## src/rtl/pxa_pkg.sv

```systemverilog
// shared operation codes and pipeline stage types for the rgba pixel alu
package pxa_pkg;

  localparam int unsigned NumChan  = 4;
  localparam logic [7:0]  ChanMax  = 8'd255;

  typedef enum logic [3:0] {
    OP_ADD     = 4'd0,
    OP_SUB     = 4'd1,
    OP_GAIN_MUL = 4'd2,
    OP_GAIN_DIV = 4'd3,
    OP_NORM_MUL = 4'd4,
    OP_NORM_DIV = 4'd5,
    OP_MIN     = 4'd6,
    OP_MAX     = 4'd7,
    OP_WRAP_ADD = 4'd8,
    OP_SWAP    = 4'd9
  } op_t;

  // first stage: products and divider set-up per channel
  typedef struct packed {
    logic        is_div;
    logic        is_gmul;
    logic        is_nmul;
    logic        zero;
    logic [7:0]  simple;
    logic [22:0] prod;
    logic [15:0] rem;
    logic [14:0] den;
  } s1_t;

  // later stages: finished result or divider in progress
  typedef struct packed {
    logic        is_div;
    logic        zero;
    logic        sat;
    logic [7:0]  res;
    logic [7:0]  q;
    logic [15:0] rem;
    logic [14:0] den;
  } dv_t;

  // one restoring step: quotient bit above the new remainder
  function automatic logic [16:0] div_step(logic [15:0] rem, logic [14:0] den,
                                           logic [2:0] sh);
    logic [23:0] d;
    logic [23:0] r;
    d = {9'b0, den} << sh;
    r = {8'b0, rem};
    if (r >= d) begin
      return {1'b1, 16'(r - d)};
    end else begin
      return {1'b0, rem};
    end
  endfunction

endpackage

```

## src/rtl/saturating_rgba_pixel_alu.sv

```systemverilog
// top level of the saturating rgba8 pixel alu, five register stages
//
// One pixel word enters per cycle when the output side is not stalled, and its result
// leaves the fifth stage. Stage one forms the channel products (one 8x15 multiplier
// per channel) and the simple results; stages two to five each run two steps of a
// restoring divider per channel for the divide operations, whose quotient is limited to
// eight bits after an up-front saturation check. Each stage holds its word until the
// next one frees, so a stall at the output fills the bubbles before input stops.
module saturating_rgba_pixel_alu (
  input  logic        clk,
  input  logic        rst_n,
  input  logic        in_tvalid,
  output logic        in_tready,
  // red, green, blue, alpha pixel bytes, then red, green, blue, alpha operands
  input  logic [95:0] in_tdata,
  // operation
  input  logic [3:0]  in_tuser,
  output logic        out_tvalid,
  input  logic        out_tready,
  // out_red, out_green, out_blue, out_alpha
  output logic [31:0] out_tdata
);

  pxa_pkg::s1_t s1_r [pxa_pkg::NumChan];
  pxa_pkg::s1_t s1_nxt [pxa_pkg::NumChan];
  pxa_pkg::dv_t s2_r [pxa_pkg::NumChan];
  pxa_pkg::dv_t s2_nxt [pxa_pkg::NumChan];
  pxa_pkg::dv_t s3_r [pxa_pkg::NumChan];
  pxa_pkg::dv_t s3_nxt [pxa_pkg::NumChan];
  pxa_pkg::dv_t s4_r [pxa_pkg::NumChan];
  pxa_pkg::dv_t s4_nxt [pxa_pkg::NumChan];
  logic [31:0]  out_r;
  logic [31:0]  out_nxt;
  logic         v1_r, v2_r, v3_r, v4_r, v5_r;
  logic         rdy1, rdy2, rdy3, rdy4, rdy5;

  assign rdy5 = !v5_r || out_tready;
  assign rdy4 = !v4_r || rdy5;
  assign rdy3 = !v3_r || rdy4;
  assign rdy2 = !v2_r || rdy3;
  assign rdy1 = !v1_r || rdy2;
  assign in_tready  = rdy1;
  assign out_tvalid = v5_r;
  assign out_tdata  = out_r;

  // stage one
  always_comb begin
    pxa_pkg::op_t op;
    logic [7:0]   p;
    logic [15:0]  v;
    logic [7:0]   b;
    logic [14:0]  m;
    logic signed [17:0] s;
    op = pxa_pkg::op_t'(in_tuser);
    for (int c = 0; c < pxa_pkg::NumChan; c++) begin
      p = in_tdata[8*c +: 8];
      v = in_tdata[32 + 16*c +: 16];
      b = v[7:0];
      s1_nxt[c].is_div  = (op == pxa_pkg::OP_GAIN_DIV) || (op == pxa_pkg::OP_NORM_DIV);
      s1_nxt[c].is_gmul = (op == pxa_pkg::OP_GAIN_MUL);
      s1_nxt[c].is_nmul = (op == pxa_pkg::OP_NORM_MUL);
      s1_nxt[c].zero    = (op == pxa_pkg::OP_NORM_DIV) ? (b == 8'd0)
                                                       : (v[15] || v == 16'd0);
      m = (op == pxa_pkg::OP_NORM_MUL) ? {7'b0, b} : v[14:0];
      s1_nxt[c].prod = 23'(p) * 23'(m);
      if (op == pxa_pkg::OP_NORM_DIV) begin
        s1_nxt[c].rem = {p, 8'b0} - {8'b0, p};
        s1_nxt[c].den = {7'b0, b};
      end else begin
        s1_nxt[c].rem = {p, 8'b0};
        s1_nxt[c].den = v[14:0];
      end
      s = '0;
      unique case (op)
        pxa_pkg::OP_ADD: s = $signed({10'b0, p}) + $signed({{2{v[15]}}, v});
        pxa_pkg::OP_SUB: s = $signed({10'b0, p}) - $signed({{2{v[15]}}, v});
        default:         s = '0;
      endcase
      unique case (op)
        pxa_pkg::OP_ADD, pxa_pkg::OP_SUB: begin
          if (s < 0) s1_nxt[c].simple = 8'd0;
          else if (s > 18'sd255) s1_nxt[c].simple = pxa_pkg::ChanMax;
          else s1_nxt[c].simple = s[7:0];
        end
        pxa_pkg::OP_MIN:      s1_nxt[c].simple = (p < b) ? p : b;
        pxa_pkg::OP_MAX:      s1_nxt[c].simple = (p > b) ? p : b;
        pxa_pkg::OP_WRAP_ADD: s1_nxt[c].simple = p + b;
        pxa_pkg::OP_SWAP: begin
          if (c == 0) s1_nxt[c].simple = in_tdata[23:16];
          else if (c == 2) s1_nxt[c].simple = in_tdata[7:0];
          else s1_nxt[c].simple = p;
        end
        default:              s1_nxt[c].simple = p;
      endcase
    end
  end

  // stage two: finish the multiplies, saturation check, quotient bits 7 and 6
  always_comb begin
    logic [16:0] st;
    logic [16:0] nm;
    for (int c = 0; c < pxa_pkg::NumChan; c++) begin
      nm = {1'b0, s1_r[c].prod[15:0]} + {9'b0, s1_r[c].prod[15:8]} + 17'd1;
      if (s1_r[c].is_gmul) begin
        if (s1_r[c].zero) s2_nxt[c].res = 8'd0;
        else if (s1_r[c].prod[22:16] != 7'd0) s2_nxt[c].res = pxa_pkg::ChanMax;
        else s2_nxt[c].res = s1_r[c].prod[15:8];
      end else if (s1_r[c].is_nmul) begin
        s2_nxt[c].res = nm[15:8];
      end else begin
        s2_nxt[c].res = s1_r[c].simple;
      end
      s2_nxt[c].is_div = s1_r[c].is_div;
      s2_nxt[c].zero   = s1_r[c].zero;
      s2_nxt[c].sat    = {7'b0, s1_r[c].rem[15:8]} >= s1_r[c].den;
      s2_nxt[c].den    = s1_r[c].den;
      s2_nxt[c].q      = '0;
      st = pxa_pkg::div_step(s1_r[c].rem, s1_r[c].den, 3'd7);
      s2_nxt[c].q[7] = st[16];
      st = pxa_pkg::div_step(st[15:0], s1_r[c].den, 3'd6);
      s2_nxt[c].q[6] = st[16];
      s2_nxt[c].rem  = st[15:0];
    end
  end

  always_comb begin
    logic [16:0] st;
    for (int c = 0; c < pxa_pkg::NumChan; c++) begin
      s3_nxt[c] = s2_r[c];
      st = pxa_pkg::div_step(s2_r[c].rem, s2_r[c].den, 3'd5);
      s3_nxt[c].q[5] = st[16];
      st = pxa_pkg::div_step(st[15:0], s2_r[c].den, 3'd4);
      s3_nxt[c].q[4] = st[16];
      s3_nxt[c].rem  = st[15:0];
    end
  end

  always_comb begin
    logic [16:0] st;
    for (int c = 0; c < pxa_pkg::NumChan; c++) begin
      s4_nxt[c] = s3_r[c];
      st = pxa_pkg::div_step(s3_r[c].rem, s3_r[c].den, 3'd3);
      s4_nxt[c].q[3] = st[16];
      st = pxa_pkg::div_step(st[15:0], s3_r[c].den, 3'd2);
      s4_nxt[c].q[2] = st[16];
      s4_nxt[c].rem  = st[15:0];
    end
  end

  // last two quotient bits and the final selection
  always_comb begin
    logic [16:0] st;
    logic [7:0]  q;
    for (int c = 0; c < pxa_pkg::NumChan; c++) begin
      q = s4_r[c].q;
      st = pxa_pkg::div_step(s4_r[c].rem, s4_r[c].den, 3'd1);
      q[1] = st[16];
      st = pxa_pkg::div_step(st[15:0], s4_r[c].den, 3'd0);
      q[0] = st[16];
      if (!s4_r[c].is_div) out_nxt[8*c +: 8] = s4_r[c].res;
      else if (s4_r[c].zero) out_nxt[8*c +: 8] = 8'd0;
      else if (s4_r[c].sat) out_nxt[8*c +: 8] = pxa_pkg::ChanMax;
      else out_nxt[8*c +: 8] = q;
    end
  end

  always_ff @(posedge clk) begin
    if (!rst_n) begin
      v1_r <= 1'b0;
      v2_r <= 1'b0;
      v3_r <= 1'b0;
      v4_r <= 1'b0;
      v5_r <= 1'b0;
    end else begin
      if (rdy1) v1_r <= in_tvalid;
      if (rdy2) v2_r <= v1_r;
      if (rdy3) v3_r <= v2_r;
      if (rdy4) v4_r <= v3_r;
      if (rdy5) v5_r <= v4_r;
    end
  end

  always_ff @(posedge clk) begin
    if (rdy1) s1_r <= s1_nxt;
    if (rdy2) s2_r <= s2_nxt;
    if (rdy3) s3_r <= s3_nxt;
    if (rdy4) s4_r <= s4_nxt;
    if (rdy5) out_r <= out_nxt;
  end

`ifndef SYNTHESIS
  // an empty first stage never holds off the input
  a_ready_when_room: assert property (@(posedge clk) disable iff (!rst_n)
    !v1_r |-> in_tready) else $error("input stalled with an empty first stage");

  // a word in the last divider stage reaches an empty output register next cycle
  a_drain: assert property (@(posedge clk) disable iff (!rst_n)
    (v4_r && !v5_r) |=> v5_r) else $error("word lost before the output register");

  // the output stage only refills when it was free or being taken
  a_hold: assert property (@(posedge clk) disable iff (!rst_n)
    (v5_r && !out_tready) |=> (v5_r && $stable(out_tdata)))
    else $error("stalled result changed");
`endif

endmodule
```

## config.mk

```make
export PLATFORM = sky130hd
export DESIGN_NAME = saturating_rgba_pixel_alu
export DESIGN_NICKNAME = d
export VERILOG_FILES = /design/src/rtl/pxa_pkg.sv /design/src/rtl/saturating_rgba_pixel_alu.sv
export SDC_FILE = /design/constraint.sdc
export NUM_CORES = 2
export LEC_CHECK = 0
export BUFFER_PORTS_ARGS = -buffer_cell sky130_fd_sc_hd__buf_2
export CORE_ASPECT_RATIO = 2
export CORE_MARGIN = 4
export CORE_UTILIZATION = 60
export CTS_BUF_LIST = sky130_fd_sc_hd__clkbuf_4
export DETAILED_ROUTE_END_ITERATION = 8
export PLACE_DENSITY = 0.77
export SLEW_MARGIN = 20
export SYNTH_ARGS = -nofsm -noshare
export SYNTH_HDL_FRONTEND = slang
export SYNTH_SLANG_ARGS = --single-unit
export TNS_END_PERCENT = 10
```

## constraint.sdc

```tcl
create_clock -name clk -period 13.8 [get_ports clk]
set_input_delay 1.38 -clock clk [delete_from_list [all_inputs] [get_ports clk]]
set_output_delay 1.38 -clock clk [all_outputs]
set_load 0.02 [all_outputs]
```

==> qor_table.md <==
| Step | Quantity | Reported |
|:---|:---|:---|
| status | Run status | completed |
| die | Area of the placeable core | 118000 um^2 |
| pwr | Switching power share of the total | 0.374 |
| place | Port bufs | 137 |
| global route | Most used routing layer in global routing | met2 |
| routing | Number of violations reported at the end of detailed-routing iteration 0 | 3446 |
| sta | RSZ-0062 raised after global routing | false |
| layout | Area Overhead vs Synth | 6.60% |
| logic synthesis | Fraction of registers with async set or reset after synthesis | 0 |
| global route | Via count of the first global-routing pass | 56.0k |
| setup path | Slowest stage delay, CP | 0.59 ns |
| logic synthesis | Number of flops mapped to enable cells by yosys | 830 |
| logic synthesis | Count of unique library cells instantiated by Yosys | 91 |
| logic synthesis | Post-synth net total | 8234 |
| clocking | Hold buffer count at CTS | 0 |
| sta | Setup TNS Final | 0 ns |
| pwr | Combinational cell fraction of total power | 0.461 |
| clocking | Number of buffers on the longest clock path | 3 |
| setup path | Worst-path cell chain | buf_2, nand2b_1, or3_4, buf_4, and3_1, fa_1, inv_1, fa_1, fa_1, inv_1, fa_1, ha_1, a21o_1, a21o_1, a211oi_1, a21oi_1, o21bai_1, nor2_1, a211o_1, a21oi_1, xnor2_1 |
| layout | Leading cell type in the layout, fill and taps excluded | sky130_fd_sc_hd__edfxtp_1 |
| sta | Hold Vio Cnt, Final | 0 |
| sta | Setup-violating endpoint count in the final report | 0 |
| routing | First-pass DRT Iterations | 8 |
| sta | Portion of the clock cycle consumed by the worst path in the final layout | 0.473 |
| logic synthesis | Syn Inst Count | 7050 |
| pwr | Net switching component of the power | 0.00389 W |
| die | Ports | 138 |
| clocking | Quantity of gates resized following cts | 0 |
| layout | Final net count | 8365 |
| setup path | Data required time at the worst endpoint | 14.64 ns |
| die | Die outline area | 125000 um^2 |
| logic synthesis | Number of storage elements in the synthesis netlist | 835 |
| clocking | Number of levels the H-tree was split into | 4 |
| global route | Initial antenna violation count | 7 |
| pwr | P_int | 0.00651 W |
| routing | DR vias/cell | 6.06 |
| sta | Headroom to the max-slew limit | 0.222 |
| sta | Worst setup slack after layout | 7.28 ns |
| clocking | Clock sink count | 835 |
| logic synthesis | Syn_area_per_cell | 10.1 um^2 |
| die | Row count | 178 |
| routing | Final ANT Viol Nets | 0 |
| layout | Most frequent cells in the layout | sky130_fd_sc_hd__edfxtp_1 (830), sky130_fd_sc_hd__inv_1 (776), sky130_fd_sc_hd__ha_1 (732) |
| clocking | CTS Root Buffer Type | sky130_fd_sc_hd__clkbuf_4 |
| pwr | Static Leakage | 34.1 nW |
| logic synthesis | Most common flop cell mapped by yosys | sky130_fd_sc_hd__edfxtp_1 |
| flow run | Max-cap violations | 0 |
| hold path | Worst min-delay path category | reg2reg |
| global route | Congestion Overflow GR | 0 |
| setup path | Startpoint class of the critical path | input pin |
| layout | Layout cell share with drive strength beyond 1 | 0.115 |
| setup path | Minimum setup slack among reg-to-reg paths | 7.34 ns |
| setup path | Slowest library cell on the worst path | sky130_fd_sc_hd__buf_4 |
| setup path | Depth of the most critical reg-to-reg path | 19 |
| clocking | Clock tree from TritonCTS | yes |
| sta | Post-Route Skew | 0.0706 ns |
| place | Post-DP HPWL | 131000 um |
| die | Chip width | 252 um |
| global route | Global-route usage over all layers | 0.270 |
| global route | GR Util met2 | 0.485 |
| sta | Worst hold slack | 0.398 ns |
| setup path | Worst-path maximum fanout | 70 |
| sta | Final period demand of the worst path | 6.52 ns |
| routing | Remaining DRCs | 0 |
| clocking | Clk_lat worst skew | 1.11 ns |
| die | Vertical die dimension | 496 um |
| setup path | Critical Path Sink Type | flip-flop |
| global route | Met3 track demand over resource in global routing | 0.0380 |
| setup path | Critical path type | in2reg |
| pwr | Clock group share of total power | 0.195 |
| global route | Wire length of the first global-routing pass | 274000 um |
| setup path | Most numerous cell on the critical path | sky130_fd_sc_hd__fa_1 |
| hold path | Startpoint of the most critical hold path | s3_r[47]$_DFFE_PP_ |
| sta | Transition time of the tightest slew-check pin | 1.17 ns |
| hold path | End of the worst hold path | s4_r[47]$_DFFE_PP_ |
| routing | Final WL | 170000 um |
| pwr | Total power divided by cell area | 137 nW/um^2 |
| setup path | Destination of the worst register-to-register timing path | s4_r[20]$_DFFE_PP_ |
| die | Starting density of the core | 0.606 |
| routing | Post-detailed-route wirelength per cell | 19.2 um |
| sta | Highest attainable clock frequency | 153 MHz |
| pwr | Worst IR drop on VDD | 0.000103 V |
| global route | Pin count of the biggest net entering global routing | 106 |
| setup path | FF-to-FF Start | s3_r[11]$_DFFE_PP_ |
| clocking | Inserted Clock Buffers | 176 |
| clocking | Setup repair bufs after CTS | 0 |
| routing | Total via count after detailed routing | 53.7k |
| pwr | Sequential share of power | 0.345 |
| hold path | WHS Path Cells | 0 |
| global route | GRT met1 Usage | 0.303 |
| logic synthesis | Number of synthesis warnings | 0 |
| clocking | CTS clk-pin slew, worst paths | 0.07 ns |
| sta | Max-slew violation total from the final report | 0 |
| setup path | Critical Path AT | 7.37 ns |
| logic synthesis | Synth Cell Area | 71400 um^2 |
| place | Pre-CTS setup slack | 6.17 ns |
| place | GPL Wtd Cong | 0.934 |
| logic synthesis | Portion of the post-synthesis area used by sequential elements | 0.351 |
-- Yosys cell counts (21+ instances only) --
| library cell | number | share of area |
|---|---|---|
| sky130_fd_sc_hd__or4_1 | 21 | 0.0022 |
| sky130_fd_sc_hd__ha_1 | 732 | 0.13 |
| sky130_fd_sc_hd__o21ai_0 | 295 | 0.021 |
| sky130_fd_sc_hd__o221ai_1 | 22 | 0.0027 |
| sky130_fd_sc_hd__nor3_1 | 136 | 0.0095 |
| sky130_fd_sc_hd__mux2_2 | 282 | 0.044 |
| sky130_fd_sc_hd__and3_1 | 121 | 0.011 |
| sky130_fd_sc_hd__o21a_1 | 63 | 0.0066 |
| sky130_fd_sc_hd__or2_2 | 25 | 0.0022 |
| sky130_fd_sc_hd__a211oi_1 | 50 | 0.0053 |
| sky130_fd_sc_hd__nand4_1 | 80 | 0.0070 |
| sky130_fd_sc_hd__mux2i_1 | 87 | 0.012 |
| sky130_fd_sc_hd__edfxtp_1 | 830 | 0.35 |
| sky130_fd_sc_hd__nor2b_1 | 121 | 0.011 |
| sky130_fd_sc_hd__xnor2_1 | 332 | 0.041 |
| sky130_fd_sc_hd__xor2_1 | 116 | 0.014 |
| sky130_fd_sc_hd__a21oi_1 | 379 | 0.027 |
| sky130_fd_sc_hd__inv_1 | 777 | 0.041 |
| sky130_fd_sc_hd__nor2_1 | 514 | 0.027 |
| sky130_fd_sc_hd__clkbuf_1 | 210 | 0.011 |
| sky130_fd_sc_hd__nand3_1 | 113 | 0.0079 |
| sky130_fd_sc_hd__o211ai_1 | 41 | 0.0043 |
| sky130_fd_sc_hd__o21bai_1 | 37 | 0.0039 |
| sky130_fd_sc_hd__fa_1 | 348 | 0.098 |
| sky130_fd_sc_hd__o41ai_1 | 22 | 0.0027 |
| sky130_fd_sc_hd__or3_1 | 54 | 0.0047 |
| sky130_fd_sc_hd__a21o_1 | 163 | 0.017 |
| sky130_fd_sc_hd__nand2_1 | 431 | 0.023 |
| sky130_fd_sc_hd__nor4_1 | 33 | 0.0029 |
| sky130_fd_sc_hd__a31oi_1 | 45 | 0.0039 |
| sky130_fd_sc_hd__and2_1 | 153 | 0.013 |
| sky130_fd_sc_hd__nand2b_1 | 82 | 0.0072 |
| sky130_fd_sc_hd__o31ai_1 | 31 | 0.0033 |
-- area by class of cell --
type                       instances  area, um^2
tap                             1530        1910
antenna                            7        17.5
sequential                       835       25000
fill                            9131       41700
inverter                         782        2940
multi-input combinational       5197       42600
timing repair buffer             189        1080
clock inverter                    65         617
clock buffer                     251        1880
-- stage by stage --
| step | power, W | cell area [um^2] | cells | utilization |
|---|---|---|---|---|
| CTS | 0.0104 | 76100 | 8849 | 0.646 |
| global route | 0.0112 | 76100 | 8852 | 0.646 |
| detailed placement | 0.00836 | 73600 | 8533 | 0.624 |
| finish | 0.0104 | 76100 | 8856 | 0.646 |
| floorplan | 0.00718 | 71400 | 7050 | - |
| global placement | 0.00815 | 73600 | 8533 | 0.624 |
-- worst max-delay path: cells and delay by family --
kind | cells | cell delay [ns]
fa+ha+maj | 5 | 2.30
compound gates | 7 | 1.49
simple gates | 4 | 1.12
buf+inv | 4 | 0.94
xor+xnor | 1 | 0.08
-- power groups by stage --
stage	logic [W]	registers (W)	clock network (W)
after floorplan	0.00364	0.00355	0
after global placement	0.00453	0.00362	0
after detailed placement	0.00473	0.00364	0
after CTS	0.00476	0.00358	0.00208
after global routing	0.00537	0.00362	0.00220
final	0.00479	0.00359	0.00202
-- per-layer routing --
metal	vias to the layer above	routed length, um
li1	25400	-
met1	25800	62900
met2	1843	86200
met3	669	9230
met4	2	11300
met5	-	13
-- sequential cells by signal (all words and copies together) (netlist names) --
signal and flops:
v1_r 1, v2_r 1, out_tvalid 1, s4_r 189, v4_r 1, v3_r 1, s3_r 181, out_tdata 32
s2_r 173, s1_r 255
-- worst max-delay path by stage --
stage               cells after the start                  end  slack (ns)               start
floorplan                               3    s1_r[0]$_DFFE_PP_        3.51          out_tready
global placement                       21  s1_r[185]$_DFFE_PP_        6.35         in_tuser[3]
detailed placement                     21  s1_r[185]$_DFFE_PP_        6.17         in_tuser[3]
CTS                                    19   s4_r[20]$_DFFE_PP_        7.34  s3_r[11]$_DFFE_PP_
global route                           21  s1_r[185]$_DFFE_PP_        7.01         in_tuser[3]
finish                                 21  s1_r[185]$_DFFE_PP_        7.28         in_tuser[3]
-- cells by family (layout without fill, tap and decap cells) --
group                    count (synthesis)  count (layout)  synth area share
buffers and inverters                 1018            1287            0.0537
multiplexers                           369             369            0.0567
adder cells (fa/ha/maj)               1080            1080             0.226
other                                    0               7                 0
flip-flops                             835             835             0.351
AND/OR/NAND/NOR                       1943            1943             0.135
XOR/XNOR                               448             448            0.0550
AO/OA/AOI/OAI                         1357            1357             0.123
(Power assumes the default switching activity.)
